===== src/psimp_pkg.sv =====
// shared constants and types of the polyline simplifier
package psimp_pkg;

   localparam int MAX_POINTS  = 64;
   localparam int COORD_W     = 16;
   localparam int TOL_W       = 16;
   localparam int MIN_SPLIT   = 3;
   localparam int IDX_W       = $clog2(MAX_POINTS);
   localparam int CNT_W       = $clog2(MAX_POINTS + 1);
   localparam int DIFF_W      = COORD_W + 1;
   localparam int SQ_W        = 2 * DIFF_W;
   localparam int DEV_W       = (2 * SQ_W > 2 * TOL_W + SQ_W) ? 2 * SQ_W : 2 * TOL_W + SQ_W;
   localparam int QUEUE_DEPTH = 2;
   localparam int QPTR_W      = $clog2(QUEUE_DEPTH);
   localparam int QCNT_W      = $clog2(QUEUE_DEPTH + 1);
   localparam int ADDR_W      = 3;
   localparam int REG_IDX_W   = ADDR_W - 2;

   localparam logic [REG_IDX_W-1:0] REG_TOLERANCE = REG_IDX_W'(0);
   localparam logic [REG_IDX_W-1:0] REG_METRIC    = REG_IDX_W'(1);

   localparam logic METRIC_LINE    = 1'b0;
   localparam logic METRIC_SEGMENT = 1'b1;

   typedef struct packed {
      logic signed [COORD_W-1:0] x;
      logic signed [COORD_W-1:0] y;
      logic                      last;
      logic                      keep;
      logic [IDX_W-1:0]          idx;
      logic [CNT_W-1:0]          count;
      logic                      ovf;
   } entry_type;

   typedef struct packed {
      logic             busy;
      logic [CNT_W-1:0] depth;
   } status_type;

endpackage


===== src/psimp_front.sv =====
// input side: counts points of the path, flags drops, builds queue entries
module psimp_front (
   input  logic                               clock,
   input  logic                               reset,
   input  logic                               req_valid,
   output logic                               req_stall,
   input  logic signed [psimp_pkg::COORD_W-1:0] req_point_x,
   input  logic signed [psimp_pkg::COORD_W-1:0] req_point_y,
   input  logic                               req_last_point,
   input  logic                               q_full,
   output logic                               q_push,
   output psimp_pkg::entry_type               q_entry
);
   import psimp_pkg::*;

   logic [CNT_W-1:0] count_ff, count_in;
   logic             drop_ff, drop_in;
   logic             room;
   logic [CNT_W-1:0] count_next;
   logic             drop_next;

   assign req_stall  = q_full;
   assign q_push     = req_valid && !q_full;
   assign room       = count_ff < CNT_W'(MAX_POINTS);
   assign count_next = room ? count_ff + CNT_W'(1) : count_ff;
   assign drop_next  = drop_ff || !room;

   always_comb begin
      q_entry.x     = req_point_x;
      q_entry.y     = req_point_y;
      q_entry.last  = req_last_point;
      q_entry.keep  = room;
      q_entry.idx   = count_ff[IDX_W-1:0];
      q_entry.count = count_next;
      q_entry.ovf   = drop_next;
   end

   always_comb begin
      count_in = count_ff;
      drop_in  = drop_ff;
      if (q_push) begin
         if (req_last_point) begin
            count_in = '0;
            drop_in  = 1'b0;
         end else begin
            count_in = count_next;
            drop_in  = drop_next;
         end
      end
   end

   always_ff @(posedge clock) begin
      if (reset) begin
         count_ff <= '0;
         drop_ff  <= 1'b0;
      end else begin
         count_ff <= count_in;
         drop_ff  <= drop_in;
      end
   end

endmodule


===== config.mk =====
export PLATFORM = sky130hd
export DESIGN_NAME = psimp_front
export DESIGN_NICKNAME = d
export VERILOG_FILES = /design/src/psimp_pkg.sv /design/src/psimp_front.sv
export SDC_FILE = /design/constraint.sdc
export NUM_CORES = 1
export LEC_CHECK = 0
export CAP_MARGIN = 20
export CORE_MARGIN = 5
export CORE_UTILIZATION = 59
export CTS_CLUSTER_SIZE = 14
export DETAILED_ROUTE_END_ITERATION = 8
export DONT_BUFFER_PORTS = 1
export GPL_ROUTABILITY_DRIVEN = 1
export PLACE_DENSITY = 0.75
export SKIP_LAST_GASP = 1
export SYNTH_ARGS = -nofsm -noshare
export SYNTH_HDL_FRONTEND = slang
export SYNTH_SLANG_ARGS = --single-unit

===== constraint.sdc =====
create_clock -name clock -period 2.7 [get_ports clock]
set_input_delay 0.54 -clock clock [delete_from_list [all_inputs] [get_ports clock]]
set_output_delay 0.54 -clock clock [all_outputs]
set_load 0.1 [all_outputs]

==> metrics.yaml <==
status: "finished clean"
crit_path_max_incr_delay_ps: 450
synth_top_cell_by_area: "buf_4"
peakVddDrop_uv: 204
async_flop_share: 0
synth-adder-area-share: 0.0163
cts_setup_buffers: 0
clock-sinks: 8
setup-violations-final: 0
synthCells: 93
fin_tns_setup_ps: 0
synth.area.top_cells: "buf_4 41%, dfxtp_1 21%, xnor2_1 4.6%, a22oi_1 3.9%, nor2_1 3.4%"
synth_seq_area_share: 0.209
finalCritPeriodShare: 0.792
wl_um: 1440
die_x_um: 46.0
r2r.worst_path.cells: 4
ctsHtreeMaxLevel: 1
nets: 103
grt_max_degree: 12
maxCapViolCount: 0
n_fill_cell: 110
clkSlewWorstSetupHoldPaths_ps: 50
n_antenna_cell: 0
synth_top_family_by_area: "buffers and inverters"
clk_path_buf_depth: 2
avgSynthCellArea_um2: 8.23
worst_pin_slew_ps: 540
routedWlPerCell_um: 18.4
routed_via_density: 5.82
multiInputGateArea_um2: 298
yosys-top-cells-count: "42 x buf_4, 8 x dfxtp_1, 7 x nor2_1"
ys.warnings.count: 0
cts_root_buf: "clkbuf_4"
critPathLaunchType: "register"
worstSetupEndpointType: "primary output"
overflow: 0
path_class: "register to primary output"
antenna_found_initial: 0
r2r_end: "count_ff[5]$_SDFFE_PP0P_"
period_needed_ps: 2140
drc: 0
cts_made_buffers: 3
synth_area_um2: 766
hold_class: "input pin to register"
cts_tree: "yes"
power_leakage_nw: 0.314
seqCellArea_um2: 160
synth.distinct_cells: 29
reg2reg_slack_ps: 1160
grtUsageTotal: 0.144
hold_buffers: 0
timing.fmax_mhz: 467
cp_max_fo: 6
gp_congestion: 0.742
coreArea_um2: 1270
final_max_slew_viol_count: 0
drtIter0Drc: 13
p_per_area_nw_per_um2: 395
ys.flop_type: "dfxtp_1"
grt_setup_unrepaired: "false"
clk_latency_ps: 250
syn_nets: 131
die_area_um2: 2120
skew_ps: 1.55
slowest_stage: "dfxtp_1"
synth_top_cell_area_share: 0.412
synth-xor-area-share: 0.0572
timing.rr.start: "count_ff[2]$_SDFFE_PP0P_"
drive_gt1_frac: 0.413
required_ps: 2160
grt_pass1_wl_um: 2100
synth-simple-area-share: 0.134
start_util: 0.604
io_pins: 87
io_buffers: 0
synth_compound_area_frac: 0.118
num_vias: 454
ant_nets: 0
ys_ff_latch: 8
die_h_um: 46.0
rows: 13
fin_util: 0.493
grt_pass1_vias: 437
hold_violations: 0
synth_edf_count: 0
slew-limit-headroom: 0.640
muxShareOfSynthArea: 0.0147
cp_cell_sequence: "and4b_1 > nand2_4 > xnor2_2 > buf_12"
hpwl_um: 1140
synth.most_common_cell: "buf_4"
area_growth_pct: -18.3
crit_arrival_ps: 1600
ctsResizeCount: 0
setup.worst_path.end: "q_entry[6]"
dr.pass1.iters: 4
startpoint: "count_ff[2]$_SDFFE_PP0P_"
==> cell families after synthesis <==
kind of cell,count (synthesis)
buf+inv,48
compound gates,12
xor+xnor,5
flops,8
mux,1
fa+ha+maj,1
simple gates,18
==> flip-flops by register name, indices dropped and copies added, names as in the netlist <==
signal    count
drop_ff       1
count_ff      7
==> worst min path at each step <==
stage                         startpoint                        to  slack, ps  depth (start not counted)
detailed placement  drop_ff$_SDFFE_PP0P_      drop_ff$_SDFFE_PP0P_        470                          2
floorplan           drop_ff$_SDFFE_PP0P_      drop_ff$_SDFFE_PP0P_        450                          2
global placement    drop_ff$_SDFFE_PP0P_      drop_ff$_SDFFE_PP0P_        460                          2
CTS                                reset      drop_ff$_SDFFE_PP0P_        340                          1
finish                             reset  count_ff[5]$_SDFFE_PP0P_        350                          1
global route                       reset  count_ff[5]$_SDFFE_PP0P_        330                          1
==> layer usage <==
metal  track usage  wire length [um]
met1         0.139               454
met2         0.212               708
met3        0.0553               207
met4         0.170                64
met5             0                 0
==> area by class of cell <==
class / instances / area share
Clock buffer: 3 / 0.0360
Inverter: 3 / 0.0180
Multi-Input combinational cell: 37 / 0.476
Sequential cell: 8 / 0.256
Tap cell: 15 / 0.0300
Timing Repair Buffer: 12 / 0.184
==> cells in the final DEF, fill, tap and decap left out <==
cell       netlist  layout
and2_4           1       1
xnor2_2          0       4
and4b_1          1       1
clkbuf_4         0       3
a21oi_1          2       2
o21ai_0          1       1
a2bb2oi_1        1       1
mux2_2           1       1
nor3_1           2       2
buf_4           42      10
a22oi_1          4       4
or4_1            1       1
nor2_1           7       7
buf_12           0       2
nand2_1          1       1
inv_1            2       2
o211a_1          1       1
xor2_2           0       1
nand2b_1         2       2
a41o_2           1       1
dfxtp_1          8       8
or2_2            1       1
o21ai_1          1       1
a32o_1           1       1
inv_2            1       1
ha_1             1       1
nand4_1          1       1
nand2_4          1       1
==> critical path, delay by kind of cell (launching register included) <==
kind	cells	cell delay (ps)
buffers and inverters	1	200
AND/OR/NAND/NOR	2	500
flip-flops	1	450
XOR/XNOR	1	190
==> power by group <==
group / switching [mW] / internal, mW / total, mW
logic: 0.0308 / 0.00618 / 0.0370
clock network: 0.0392 / 0.0508 / 0.0900
registers: 0.000911 / 0.119 / 0.120
==> metrics by stage <==
step           cells  area (um^2)  hold WS, ps  setup slack (ps)  power [mW]
2_1_floorplan     93          788          448             -29.9       0.395
3_3_place_gp      75          603          464               855       0.159
3_5_place_dp      75          603          474               828       0.159
4_1_cts           78          626          340               542       0.254
5_1_grt           78          626          330               451       0.263
6_report          78          626          352               560       0.247
Note: power is estimated with default switching activity, not from simulation.
