[src/psimp_pkg.sv]
// shared constants and types of the polyline simplifier
package psimp_pkg;

   localparam int MAX_POINTS  = 64;
   localparam int COORD_W     = 16;
   localparam int TOL_W       = 16;
   localparam int MIN_SPLIT   = 3;
   localparam int IDX_W       = $clog2(MAX_POINTS);
   localparam int CNT_W       = $clog2(MAX_POINTS + 1);
   localparam int DIFF_W      = COORD_W + 1;
   localparam int SQ_W        = 2 * DIFF_W;
   localparam int DEV_W       = (2 * SQ_W > 2 * TOL_W + SQ_W) ? 2 * SQ_W : 2 * TOL_W + SQ_W;
   localparam int QUEUE_DEPTH = 2;
   localparam int QPTR_W      = $clog2(QUEUE_DEPTH);
   localparam int QCNT_W      = $clog2(QUEUE_DEPTH + 1);
   localparam int ADDR_W      = 3;
   localparam int REG_IDX_W   = ADDR_W - 2;

   localparam logic [REG_IDX_W-1:0] REG_TOLERANCE = REG_IDX_W'(0);
   localparam logic [REG_IDX_W-1:0] REG_METRIC    = REG_IDX_W'(1);

   localparam logic METRIC_LINE    = 1'b0;
   localparam logic METRIC_SEGMENT = 1'b1;

   typedef struct packed {
      logic signed [COORD_W-1:0] x;
      logic signed [COORD_W-1:0] y;
      logic                      last;
      logic                      keep;
      logic [IDX_W-1:0]          idx;
      logic [CNT_W-1:0]          count;
      logic                      ovf;
   } entry_type;

   typedef struct packed {
      logic             busy;
      logic [CNT_W-1:0] depth;
   } status_type;

endpackage

[src/psimp_queue.sv]
// short fifo of classified points between front and engine
module psimp_queue (
   input  logic                 clock,
   input  logic                 reset,
   input  logic                 push,
   input  psimp_pkg::entry_type push_entry,
   output logic                 full,
   input  logic                 pop,
   output logic                 head_valid,
   output psimp_pkg::entry_type head_entry
);
   import psimp_pkg::*;

   entry_type         slot_ff [QUEUE_DEPTH];
   logic [QPTR_W-1:0] wptr_ff, wptr_in, rptr_ff, rptr_in;
   logic [QCNT_W-1:0] cnt_ff, cnt_in;
   logic              do_pop;

   assign full       = cnt_ff == QCNT_W'(QUEUE_DEPTH);
   assign head_valid = cnt_ff != '0;
   assign head_entry = slot_ff[rptr_ff];
   assign do_pop     = pop && head_valid;

   always_comb begin
      wptr_in = wptr_ff;
      rptr_in = rptr_ff;
      cnt_in  = cnt_ff;
      if (push) begin
         wptr_in = (wptr_ff == QPTR_W'(QUEUE_DEPTH - 1)) ? '0 : wptr_ff + QPTR_W'(1);
      end
      if (do_pop) begin
         rptr_in = (rptr_ff == QPTR_W'(QUEUE_DEPTH - 1)) ? '0 : rptr_ff + QPTR_W'(1);
      end
      if (push && !do_pop) begin
         cnt_in = cnt_ff + QCNT_W'(1);
      end else if (do_pop && !push) begin
         cnt_in = cnt_ff - QCNT_W'(1);
      end
   end

   always_ff @(posedge clock) begin
      if (push) begin
         slot_ff[wptr_ff] <= push_entry;
      end
   end

   always_ff @(posedge clock) begin
      if (reset) begin
         wptr_ff <= '0;
         rptr_ff <= '0;
         cnt_ff  <= '0;
      end else begin
         wptr_ff <= wptr_in;
         rptr_ff <= rptr_in;
         cnt_ff  <= cnt_in;
      end
   end

endmodule

[config.mk]
export PLATFORM = sky130hd
export DESIGN_NAME = psimp_queue
export DESIGN_NICKNAME = d
export VERILOG_FILES = /design/src/psimp_pkg.sv /design/src/psimp_queue.sv
export SDC_FILE = /design/constraint.sdc
export NUM_CORES = 1
export LEC_CHECK = 0
export BUFFER_PORTS_ARGS = -buffer_cell sky130_fd_sc_hd__buf_2
export CAP_MARGIN = 20
export CORE_ASPECT_RATIO = 0.9
export CORE_MARGIN = 2
export CORE_UTILIZATION = 40
export DETAILED_ROUTE_END_ITERATION = 8
export PLACE_DENSITY = 0.7
export SYNTH_ARGS = -nofsm -noshare
export SYNTH_HDL_FRONTEND = slang
export SYNTH_SLANG_ARGS = --single-unit
[constraint.sdc]
create_clock -name clock -period 5 [get_ports clock]
set_input_delay 1 -clock clock [delete_from_list [all_inputs] [get_ports clock]]
set_output_delay 1 -clock clock [all_outputs]
set_load 0.05 [all_outputs]
==> results by stage <==
Outcome:
- The run finished with clean final reports.

Logic synthesis:
- The instance count of the mapped netlist is 171.
- For this run, the register share of the synthesized area comes to 0.812.
- The net count after synthesis is 224.
- The main flop type after synthesis is edfxtp_1.
- edfxtp_1 takes more of the synthesized area than any other cell.
- In this run, synthesis produced a sequential element count of 101.
- The fraction of synthesis flops using an asynchronous set or reset pin is 0.
- The synthesized area per cell is 21.5 um^2.
- Yosys attributes the largest share of cell area to edfxtp_1, mux2_2, dfxtp_1, xor2_1, buf_6.
- The top cell type's share of synthesized area is 0.784.
- Counting flops with a built-in enable in the synthesized netlist gives 96.
- In this run the cell area of the synthesized design comes to 3670 um^2.
- The number of unique standard cell types used by synthesis is 17.
- The yosys synthesis warning count is 0.

Hold path:
- The worst hold path begins at rptr_ff.
- The worst hold path was traced through 2 stages.
- The class of the most critical hold timing path is reg2reg.

Floorplan:
- The area enclosed by the die boundary is 9970 um^2.
- The row count is 33.
- For this configuration, the core starts out at a cell density of 0.408.
- In this run the vertical extent of the chip is 94.9 um.
- The horizontal die dimension is 105 um.
- The placeable core region is 9000 um^2.
- The number of top-level pins is 102.

Critical path:
- Of all nets on the critical path, the largest fanout is 28.
- The worst setup slack for register-to-register paths is 3450 ps.
- The worst setup path is captured at a primary output.
- For the worst setup path, the data arrival time is 1980 ps.
- Data on the critical path is required at its endpoint by 4000 ps.
- The signal on the critical path passes through buf_16, mux2_2, buf_2.
- The worst register-to-register path has a depth of 4.
- In this run the critical register-to-register path is launched from cnt_ff[0].
- STA classifies the critical path startpoint as a register.
- The end of the worst register-to-register path is cnt_ff[1].
- The largest single stage delay on the critical path is 800 ps.
- The worst-path cell with the longest stage delay is dfxtp_2.
- The critical setup path kind is reg2out.

Routing:
- Wires add up to 5.89 mm.
- For this block, the via count after detailed routing is 1,862.
- In the final routed layout, each cell accounts on average for 14.5 um.
- The remaining design rule violation count is 0.
- In this run, the number of DRC markers left after iteration 0 of detailed routing was 56.
- The number of iterations in the first detailed-routing pass is 4.
- The ratio of routed vias to standard cells is 4.57.
- The remaining antenna violation count after routing is 0.

Power:
- Of the total power, registers draw 0.430.
- The leakage power of the design is 0.00171 uW.
- The share of total power dissipated in combinational logic is 0.334.
- The relative contribution of the clock network to total power is 0.236.
- The internal portion of the total power is 1590 uW.
- The switching power total is 871 uW.
- Of the total power, the share spent switching nets is 0.355.
- The power per cell area is 537 nW/um^2.
- VDD sags by at most 0.424 mV.

STA:
- Setup repair after global routing left no endpoint under its margin.
- The final critical delay including setup and external delays is 2980 ps.
- Across the routed clock network, the largest skew measured is 5.48 ps.
- The final count of pins violating max slew is 0.
- Measured against its own limit, the worst slew margin works out to 0.518.
- At the pin with the least slew margin, the transition time is 723 ps.
- The total count of hold-check failures in the final report was 0.
- Dividing the final minimum period by the clock period gives 0.596.
- The fmax is 0.335 GHz.
- The final count of negative-setup-slack endpoints is 0.
- After routing, the total negative slack on setup checks comes to 0 ps.

GRT:
- The global router's overall resource usage is 0.122.
- The initial antenna violation count came to 0.
- Summed over all layers, the global routing overflow is 0.
- The global-route wire length before repair is 9.07 mm.
- Entering global routing, the biggest net connects 49 pins.
- The number of global-route vias before repair was 1,935.

Final layout:
- The number of antenna diodes in the final layout is 0.
- The multi-input combinational cells in the finished layout cover a total of 661 um^2.
- The register cell area after layout is 2980 um^2.
- The layout net count is 334.
- The proportion of layout cells with a drive suffix above 1 is 0.596.
- After the flow finishes, the layout carries non-filler instances totaling 407.
- In the layout the commonest cells are buf_2, edfxtp_1, mux2_2.
- The area growth from synthesis to layout is 24.5%.
- The count of filler cells inserted in the layout is 790.
- The leading cell type in the layout, fill and taps excluded is buf_2.

Place:
- The quantity of I/O buffers inserted on ports is 101.
- The congestion estimate from routability-driven global placement came to 0.647.
- The final HPWL from detailed placement is 3.71 mm.
- Including well taps, the total number of placed cells is 392.

Clock network:
- No sink is reached through more buffers than the 2 on the longest clock path.
- The number of setup buffers added after CTS is 0.
- After clock tree synthesis, the flow added hold-fix buffers numbering 0.
- The tree built by TritonCTS fans out to 101 sinks.
- The insertion delay to the later sink of the worst-skew pair is 350 ps.
- The number of buffers inserted during clock tree synthesis is 9.
- TritonCTS built the clock tree.
- The H-tree was split into 3 levels.
- The post-CTS clock slew at the launch and capture registers of the worst setup and hold paths is 90 ps.
- The total of cells resized after clock tree synthesis is 0.
- The tree is rooted in a clkbuf_8.

Job:
- The number of maximum-capacitance constraint violations is 0.
-- cell type report --
cell class | instances | area share
clock inverters | 4 | 0.0213
repair buffers | 104 | 0.120
clock buffers | 11 | 0.0287
flip-flops and latches | 101 | 0.652
multi-input cells | 65 | 0.144
well taps | 122 | 0.0334
-- registers in the layout, summed over array words and instances (netlist names), named ones only --
name	cells
slot_ff	96
cnt_ff	2
rptr_ff	1
wptr_ff	1
-- critical path, delay by kind of cell, from the launching register on --
kind / cells / cell delay [ps]
multiplexers: 1 / 360
flip-flops: 1 / 800
buffers and inverters: 2 / 450
-- synth_stat cells (2+ instances only) --
cell type	count
o21ai_0	2
xor2_1	3
buf_6	2
nor2_1	4
dfxtp_1	5
mux2_2	48
edfxtp_1	96
buf_2	2
-- per-stage QoR --
step	total power [uW]	hold WS, ps	util	cell area (um^2)	worst slack, ps
after floorplan	1740	466	-	3670	1410
after global placement	1880	484	0.480	4320	2190
after detailed placement	1910	497	0.483	4350	2360
after CTS	2500	520	0.508	4570	1940
after global routing	2560	546	0.508	4570	1860
final	2460	522	0.508	4570	2020
-- power groups by stage --
stage,sequential (uW),combinational (uW),clock (uW)
floorplan,1030,703,0
global placement,1100,783,0
detailed placement,1080,829,0
CTS,1060,833,606
global route,1070,860,635
finish,1060,822,580
-- metal layers --
metal / vias up / track usage / share of wire
met2: 64 / 0.212 / 0.51
met3: 8 / 0.0552 / 0.077
met5: - / 0 / 0
met4: 0 / 0.0500 / 0.012
li1: 888 / - / -
met1: 902 / 0.130 / 0.40
-- how the worst max path moves through the flow --
| stage | startpoint | endpoint | slack, ps | cells past startpoint |
|---|---|---|---|---|
| 2_1_floorplan | push | slot_ff[0][0] | 1410 | 1 |
| 3_3_place_gp | register | head_entry[42] | 2190 | 2 |
| 3_5_place_dp | register | head_entry[35] | 2360 | 3 |
| 4_1_cts | register | head_entry[35] | 1940 | 3 |
| 5_1_grt | register | head_entry[35] | 1860 | 3 |
| 6_report | register | head_entry[35] | 2020 | 3 |
-- cell families after synthesis --
family                     count (synthesis)  synth area share
DFF                                      101             0.812
muxes                                     48             0.147
and+or+nand+nor                            9            0.0133
buffers and inverters                      5            0.0109
xor gates and xnor gates                   4           0.00954
AOI/OAI and AO/OA                          3           0.00408
adders and majority gates                  1           0.00340
Note: power is estimated with default switching activity, not from simulation.
